<file path="config.mk">
export PLATFORM = sky130hd
export DESIGN_NAME = int_to_decimal_fraction_text
export DESIGN_NICKNAME = d
export VERILOG_FILES = /design/src/rtl/ditf_pkg.sv /design/src/rtl/ditf_cell.sv /design/src/rtl/ditf_chain.sv /design/src/rtl/int_to_decimal_fraction_text.sv
export SDC_FILE = /design/constraint.sdc
export NUM_CORES = 1
export LEC_CHECK = 0
export ABC_AREA = 1
export BUFFER_PORTS_ARGS = -buffer_cell sky130_fd_sc_hd__buf_2
export CORE_ASPECT_RATIO = 1.75
export CORE_MARGIN = 2
export CORE_UTILIZATION = 63
export CTS_CLUSTER_SIZE = 30
export DETAILED_ROUTE_END_ITERATION = 6
export PLACE_DENSITY = 0.82
export REMOVE_ABC_BUFFERS = 1
export SYNTH_ARGS = -nofsm -noshare
export SYNTH_HDL_FRONTEND = slang
export SYNTH_HIERARCHICAL = 1
export SYNTH_SLANG_ARGS = --single-unit
</file>
<file path="constraint.sdc">
create_clock -name clk_i -period 2.9 [get_ports clk_i]
set_clock_uncertainty 0.2 [all_clocks]
set_input_delay 0.29 -clock clk_i [delete_from_list [all_inputs] [get_ports clk_i]]
set_output_delay 0.29 -clock clk_i [all_outputs]
set_load 0.05 [all_outputs]
</file>
<file path="src/rtl/ditf_pkg.sv">
// ----------------------------------------------------------------------------
// ditf_pkg
// Shared types, constants and helpers for the integer to decimal text block.
// ----------------------------------------------------------------------------
package ditf_pkg;

  localparam int unsigned MagWidth  = 32;
  localparam int unsigned NumDigits = 10;
  localparam int unsigned StepBits  = 2;
  localparam int unsigned NumSteps  = MagWidth / StepBits;
  localparam int unsigned IdxWidth  = $clog2(NumDigits);
  localparam int unsigned StepWidth = $clog2(NumSteps);

  localparam logic [7:0] AsciiZero  = 8'd48;
  localparam logic [7:0] AsciiMinus = 8'd45;
  localparam logic [7:0] AsciiComma = 8'd44;

  typedef logic [3:0] bcd_t;

  // Control that every cell of the chain sees in the same cycle.
  typedef struct packed {
    logic clear;
    logic shift;
  } cell_ctrl_t;

  // Double dabble correction: a digit of five or more gets three added
  // before it is doubled.
  function automatic bcd_t bcd_adjust(input bcd_t d);
    bcd_t r;
    r = (d >= 4'd5) ? bcd_t'(d + 4'd3) : d;
    return r;
  endfunction

endpackage

</file>
<file path="src/rtl/ditf_cell.sv">
// ----------------------------------------------------------------------------
// ditf_cell
// One decimal digit of the shift-and-add-3 chain, two bits per cycle while shift is set.
// ----------------------------------------------------------------------------
module ditf_cell import ditf_pkg::*; (
  input  logic       clk_i,
  input  cell_ctrl_t ctrl_i,
  input  logic [1:0] bits_i,
  output logic [1:0] carry_o,
  output bcd_t       digit_o
);

  bcd_t digit_q, digit_d;
  bcd_t s1, t1, s2, t2;

  // The first carry depends only on this cell's own digit, so the second
  // bit never ripples further than one neighbor.
  always_comb begin
    s1 = bcd_adjust(digit_q);
    t1 = {s1[2:0], bits_i[1]};
    s2 = bcd_adjust(t1);
    t2 = {s2[2:0], bits_i[0]};
    carry_o = {s1[3], s2[3]};
    if (ctrl_i.clear) begin
      digit_d = '0;
    end else if (ctrl_i.shift) begin
      digit_d = t2;
    end else begin
      digit_d = digit_q;
    end
  end

  always_ff @(posedge clk_i) begin
    digit_q <= digit_d;
  end

  assign digit_o = digit_q;

endmodule

</file>
<file path="src/rtl/ditf_chain.sv">
// ----------------------------------------------------------------------------
// ditf_chain
// Row of digit cells with the magnitude bits entering at the low end, and
// the position of the most significant nonzero digit.
// ----------------------------------------------------------------------------
module ditf_chain import ditf_pkg::*; (
  input  logic                          clk_i,
  input  cell_ctrl_t                    ctrl_i,
  input  logic [StepBits-1:0]           bits_i,
  output logic [NumDigits-1:0][3:0]     digits_o,
  output logic [IdxWidth-1:0]           msd_o
);

  logic [NumDigits:0][1:0] link;

  assign link[0] = bits_i;

  for (genvar g = 0; g < NumDigits; g++) begin : g_cell
    ditf_cell u_cell (
      .clk_i   (clk_i),
      .ctrl_i  (ctrl_i),
      .bits_i  (link[g]),
      .carry_o (link[g+1]),
      .digit_o (digits_o[g])
    );
  end

  // Highest nonzero digit; an all-zero row still shows one digit.
  always_comb begin
    msd_o = '0;
    for (int k = 0; k < NumDigits; k++) begin
      if (digits_o[k] != 4'd0) begin
        msd_o = IdxWidth'(k);
      end
    end
  end

endmodule

</file>
<file path="src/rtl/int_to_decimal_fraction_text.sv">
// ----------------------------------------------------------------------------
// int_to_decimal_fraction_text
// Converts a signed 32-bit value to ASCII text: "0," before a negative
// value, "-0," before a non-negative one, then the decimal magnitude.
// ----------------------------------------------------------------------------
// Conversion: the digit chain takes the magnitude two bits per cycle, then the
// characters go out one per cycle into the output register while the output
// does not stall. A value gives 3 to 13 characters; no new beat is accepted
// until the last character of the previous one has been registered.
// Reset: asynchronous, active low; returns to idle with no beat pending.
module int_to_decimal_fraction_text import ditf_pkg::*; (
  input  logic        clk_i,
  input  logic        rst_ni,
  input  logic        in_valid_i,
  output logic        in_stall_o,
  input  logic [31:0] value_i,
  output logic        out_valid_o,
  input  logic        out_stall_i,
  output logic [7:0]  char_code_o,
  output logic        is_last_o
);

  typedef enum logic [2:0] {
    S_IDLE,
    S_CONV,
    S_MINUS,
    S_ZERO,
    S_COMMA,
    S_DIGIT
  } state_e;

  state_e                  state_q;
  logic [MagWidth-1:0]     mag_q;
  logic                    neg_q;
  logic [StepWidth-1:0]    step_q;
  logic [IdxWidth-1:0]     idx_q;
  logic                    out_valid_q;
  logic [7:0]              char_q;
  logic                    last_q;

  cell_ctrl_t              chain_ctrl;
  logic [NumDigits-1:0][3:0] digits;
  logic [IdxWidth-1:0]     msd;
  logic                    accept;
  logic                    emit;
  logic                    emitting;
  logic [MagWidth-1:0]     magnitude;

  assign accept    = in_valid_i && !in_stall_o;
  assign in_stall_o = (state_q != S_IDLE);
  assign emitting  = (state_q == S_MINUS) || (state_q == S_ZERO) ||
                     (state_q == S_COMMA) || (state_q == S_DIGIT);
  assign emit      = emitting && (!out_valid_q || !out_stall_i);
  assign magnitude = value_i[31] ? (MagWidth'(0) - value_i) : value_i;

  assign chain_ctrl.clear = accept;
  assign chain_ctrl.shift = (state_q == S_CONV);

  ditf_chain u_chain (
    .clk_i    (clk_i),
    .ctrl_i   (chain_ctrl),
    .bits_i   (mag_q[MagWidth-1 -: StepBits]),
    .digits_o (digits),
    .msd_o    (msd)
  );

  always_ff @(posedge clk_i or negedge rst_ni) begin
    if (!rst_ni) begin
      state_q     <= S_IDLE;
      step_q      <= '0;
      idx_q       <= '0;
      neg_q       <= 1'b0;
      out_valid_q <= 1'b0;
      mag_q       <= '0;
      char_q      <= '0;
      last_q      <= 1'b0;
    end else begin
      if (out_valid_q && !out_stall_i && !emit) begin
        out_valid_q <= 1'b0;
      end
      case (state_q)
        S_IDLE: begin
          if (accept) begin
            mag_q   <= magnitude;
            neg_q   <= value_i[31];
            step_q  <= '0;
            state_q <= S_CONV;
          end
        end
        S_CONV: begin
          mag_q  <= mag_q << StepBits;
          step_q <= step_q + 1'b1;
          if (step_q == StepWidth'(NumSteps - 1)) begin
            state_q <= neg_q ? S_ZERO : S_MINUS;
          end
        end
        S_MINUS: begin
          if (emit) begin
            out_valid_q <= 1'b1;
            char_q      <= AsciiMinus;
            last_q      <= 1'b0;
            state_q     <= S_ZERO;
          end
        end
        S_ZERO: begin
          if (emit) begin
            out_valid_q <= 1'b1;
            char_q      <= AsciiZero;
            last_q      <= 1'b0;
            state_q     <= S_COMMA;
          end
        end
        S_COMMA: begin
          if (emit) begin
            out_valid_q <= 1'b1;
            char_q      <= AsciiComma;
            last_q      <= 1'b0;
            idx_q       <= msd;
            state_q     <= S_DIGIT;
          end
        end
        S_DIGIT: begin
          if (emit) begin
            out_valid_q <= 1'b1;
            char_q      <= AsciiZero + {4'd0, digits[idx_q]};
            last_q      <= (idx_q == '0);
            if (idx_q == '0) begin
              state_q <= S_IDLE;
            end else begin
              idx_q <= idx_q - 1'b1;
            end
          end
        end
        default: begin
          state_q <= S_IDLE;
        end
      endcase
    end
  end

  assign out_valid_o = out_valid_q;
  assign char_code_o = char_q;
  assign is_last_o   = last_q;

  // The step counter wraps to zero exactly as conversion ends.
  a_step_idle: assert property (@(posedge clk_i) disable iff (!rst_ni)
    (state_q != S_CONV) |-> (step_q == '0))
    else $error("step counter nonzero outside conversion");

  a_accept_conv: assert property (@(posedge clk_i) disable iff (!rst_ni)
    accept |=> (state_q == S_CONV))
    else $error("accepted beat did not start conversion");

  a_idx_range: assert property (@(posedge clk_i) disable iff (!rst_ni)
    (state_q == S_DIGIT) |-> (idx_q <= IdxWidth'(NumDigits - 1)))
    else $error("digit index out of range");

  a_digit_bcd: assert property (@(posedge clk_i) disable iff (!rst_ni)
    (state_q == S_DIGIT) |-> (digits[idx_q] <= 4'd9))
    else $error("digit chain holds a non-decimal digit");

  a_last_ends: assert property (@(posedge clk_i) disable iff (!rst_ni)
    (emit && (state_q == S_DIGIT) && (idx_q == '0)) |=> (state_q == S_IDLE))
    else $error("final character did not return to idle");

endmodule

</file>
* Yosys cells after proc, flatten, opt, wreduce, memory -nomap -nowiden
Index checks and enable logic that the tools add are counted.
** Storage, ports and cells
- Register bits after elaboration :: 94
- Bits of input ports :: 36
- Output and inout port bits :: 11
** Cells by class
- $lt $le $gt $ge :: 21
- $add $sub $neg :: 24
- Muxes and demuxes :: 60
- Reduce and logical (&&, ||, !) cells :: 36
- Equal/unequal tests :: 15
** Operator list (count)
- $mux 4 :: 25
- $ge 4x3->1 const B :: 20
- $add 4x2->4 const B :: 18
- $mux 32 :: 2
- $pmux 32 s2 :: 1
- $reduce_bool 4->1 :: 10
- $mux 3 :: 13
- $mux 8 :: 4
- $pmux 8 s4 :: 1
- $sub 1x32->32 const A :: 1
- $pmux 3 s6 :: 1
- $bmux 4 s4 :: 1
- $pmux 4 s2 :: 2
- $ne 2x2->1 const B :: 6
- $add 6x4->7 const A :: 1
- $mux 1 :: 7
- $reduce_and 7->1 :: 1
- $add 3x2->3 const B :: 2
- $eq 3x2->1 const B :: 2
- $eq 3x3->1 const B :: 2
- $ne 2x1->1 const B :: 3
- $reduce_bool 2->1 :: 3
- $lt 4x5->1 const B :: 1
- $reduce_and 5->1 :: 1
- 17 further kinds :: 28

* Logic depth before layout (Yosys ltp)
- Depth after elaboration :: 12
- Depth in mapped cells :: 15

* By module
Netlist, hierarchy kept.
** Modules (own cells, without submodules)
- ditf_cell :: area an instance 405.4 µm², cells each 57, seq. area each 80.1 µm², times used 10
- int_to_decimal_fraction_text :: area an instance 3983.8 µm², cells each 626, seq. area each 1301.2 µm², times used 1
- ditf_chain :: area an instance 230.2 µm², cells each 36, seq. area each 0.0 µm², times used 1

* Least setup slack after synthesis
No wires, ideal clock.
- Path type :: register to register
- From :: register state_q[2]
- To :: register u_chain.g_cell[0].u_cell.digit_q[1]
- Clock period less this slack :: 2560 ps
- Buffers on the path :: 1
- Slack :: 340 ps
- Cell stages (with the launch flop) :: 9
- Data required time :: 2644 ps
- Arrival time :: 2304 ps
- Library setup time :: 56 ps
- Cell sequence :: dfrtp_1 nor2_2 nand2_1 inv_2 clkbuf_1 inv_1 a21oi_1 nand2_1 inv_1
** RTL lines
- start: declaration :: RTL line int_to_decimal_fraction_text.sv:32 : state_e state_q;
- start signal: assignment :: RTL line int_to_decimal_fraction_text.sv:94 : state_q <= neg_q ? S_ZERO : S_MINUS;
- end signal: assignment :: RTL line ditf_cell.sv:34 : digit_q <= digit_d;
- end: declaration :: RTL line ditf_cell.sv:13 : bcd_t digit_q, digit_d;

==> metrics <==
number of failing hold endpoints at the final stage=0; Hold Crit Start=value_i[0]; remaining global-route overflow=0; Slew Limit Fails=0; library cell appearing most often on the critical path=sky130_fd_sc_hd__bufinv_8; setup slack on the worst flop-to-flop path=0.41 ns; global placement routability congestion=0.936; fraction of layout instances using a drive strength above 1=18.1%; worst max-slew margin expressed relative to the limit=35.8%; reported leakage power=4.68 nW; CTS sink cnt=92; Pwr Total=0.0115 W; Synth Warn #=6; Most Used Layer, Global Route=met2; worst setup slack before clock tree synthesis=0.443 ns; Worst path max stage delay=0.41 ns; Hold/Removal Path Class=input port to register; starting density of the core=64.0%; layout overhead on the synthesized area=7.67%; number of standard cells after synthesis=1226; number of H-tree branching levels=3; CP Capture Type=register; Final period util=86.0%; via count=7879; type of the worst setup path=register to register; highest clock rate=401 MHz; Antenna diodes=0; row count=55; count of hold-fix buffers inserted at cts=2; WP buf/inv=3; CTS tree=yes; worst min-delay path endpoint=mag_q[0]; Die X=90.4 µm; cell with the largest stage delay on the worst path=sky130_fd_sc_hd__dfxtp_1; Std-Cell Core Area=0.0129 mm²; number of nets in the final layout=1324; transition time at the pin with the least slew margin=0.963 ns; aggregate routed wire length=20.5 mm; GR met1 Demand/Resource=29.2%; Avg Cell Area, Syn=6.72 µm²; Setup TNS=0 ns; overall fraction of global-route tracks in use=29.9%; number of nets with antenna violations after routing=0; post-synth design cell area=0.00823 mm²; worst path setup slack after routing=0.407 ns; clock insertion delay at the later pin of the skew report=0.35 ns; number of antenna violations at the first check in global routing=0; largest driver fanout on the critical path=5; worst path required time=2.95 ns; global-route wire length before repair=34.2 mm; # resized after CTS=0; total setup violations reported at the end of the flow=0; cell at the root of the clock tree=sky130_fd_sc_hd__clkbuf_16; fillers=1190; global routing met3 resource utilization=3.87%; sequence of cells on the critical path=bufinv_8 -> ha_1 -> inv_1 -> nand2_2 -> nand2_1 -> nand3_1 -> o21ai_1 -> bufinv_8 -> nand3_4 -> nand2_4 -> xor2_1 -> nor2_1 -> a211oi_1; Initial DRC Count=397; largest vdd supply drop=0.488 mV; number of max-cap violations=0; total half-perimeter wirelength after legalization and detailed placement=15.8 mm; Final Critical Period=2.49 ns; ports placed on the boundary=47; unrepaired setup endpoints after global routing=false; Vias per Instance=5.48; clock buffer count from CTS=9; vias in the first global route=7688; data arrival time of the worst path=2.55 ns; die height=155 µm; R2R Path End=u_chain/g_cell[3].u_cell/digit_o[0]; source of the critical timing path=u_chain/g_cell[1].u_cell/digit_o[0]; largest delay contributor family on the critical path=buffers and inverters; worst hold path depth=3; worst flop-to-flop path startpoint=u_chain/g_cell[1].u_cell/digit_o[0]; number of buffer cells added on primary ports=44; clock-pin slew reported for the worst setup and hold paths after clock tree synthesis=0.07 ns; postcts setup bufs=0; Reg2Reg Depth=13; run status=complete, no violations; DRC=0; floorplan die area=0.0140 mm²; pwr/cell area=1300 mW/mm²; wire length per cell after detailed routing=14.2 µm; CP startpoint kind=register; buffer depth of the longest clock path=2; grt met2 use=59.8%; maximum number of pins on one net before global-route repair=68; first-pass iteration count of the detailed router=5
[power breakdown]
group          total, W  switching, W  internal [W]  leakage, nW
sequential      0.00251      0.000622       0.00189        0.978
combinational   0.00784       0.00487       0.00297         3.56
clock           0.00117      0.000551      0.000622        0.142
total            0.0115       0.00604       0.00549         4.68
[cell type report]
class | instances | area, µm² | area share (%)
Clock buffer | 10 | 239 | 2.70
Clock inverter | 6 | 53.8 | 0.607
Inverter | 216 | 1090 | 12.3
Multi-Input combinational cell | 888 | 4850 | 54.7
Sequential cell | 92 | 2100 | 23.7
Tap cell | 171 | 214 | 2.41
Timing Repair Buffer | 55 | 320 | 3.61
[sequential cells by signal, indices dropped and copies added, names as in the netlist]
name / count
u_chain/g_cell.u_cell/digit_o: 40
mag_q: 32
char_code_o: 6
idx_q: 4
step_q: 4
state_q: 3
is_last_o: 1
neg_q: 1
out_valid_o: 1
[placed cells by master (no fill, tap or decap), drive strengths merged, types with 3 or more instances in the layout]
cell,instances
o211ai,12
a211oi,10
nand4,23
nor3,6
o31ai,3
nor4,5
dfrtp,52
inv,200
dfxtp,40
nor2,81
nand3,164
o22ai,11
a21oi,56
bufinv,20
o21ai,51
nand2,403
clkbuf,10
xor2,15
o21bai,8
buf,53
ha,26
[layer usage]
metal / share of wire, % / up-vias / wire [µm]
met2: 56 / 162 / 11400
met5: 0 / - / 0
met3: 2.8 / 66 / 578
met4: 4.9 / 0 / 1010
li1: - / 3991 / -
met1: 37 / 3660 / 7490
[worst reg2reg max path, stage by stage (launching register included)]
cell and delay (ns):
sky130_fd_sc_hd__dfxtp_1 0.41, sky130_fd_sc_hd__bufinv_8 0.22, sky130_fd_sc_hd__ha_1 0.21, sky130_fd_sc_hd__inv_1 0.07, sky130_fd_sc_hd__nand2_2 0.09, sky130_fd_sc_hd__nand2_1 0.08, sky130_fd_sc_hd__nand3_1 0.07, sky130_fd_sc_hd__o21ai_1 0.17
sky130_fd_sc_hd__bufinv_8 0.24, sky130_fd_sc_hd__nand3_4 0.09, sky130_fd_sc_hd__nand2_4 0.07, sky130_fd_sc_hd__xor2_1 0.22, sky130_fd_sc_hd__nor2_1 0.08, sky130_fd_sc_hd__a211oi_1 0.19
[stage by stage]
step | hold WS, ns | instances | instance area (µm²) | utilization (%)
global route | 0.0284 | 1438 | 8860 | 68.9
floorplan | -0.206 | 1196 | 8040 | -
global placement | 0.249 | 1420 | 8550 | 66.5
detailed placement | 0.277 | 1420 | 8550 | 66.5
finish | 0.0239 | 1438 | 8860 | 68.9
CTS | 0.0136 | 1438 | 8860 | 68.9
[worst max-delay path by stage]
stage | endpoint | slack, ns | depth (start not counted)
4_1_cts | u_chain/g_cell[2].u_cell/digit_o[0] | 0.41 | 13
3_3_place_gp | u_chain/g_cell[2].u_cell/digit_o[0] | 0.49 | 13
2_1_floorplan | mag_q[23] | 0.27 | 7
6_report | u_chain/g_cell[3].u_cell/digit_o[0] | 0.41 | 13
3_5_place_dp | u_chain/g_cell[2].u_cell/digit_o[0] | 0.44 | 13
5_1_grt | u_chain/g_cell[9].u_cell/digit_o[0] | 0.23 | 13
(Power assumes the default switching activity.)
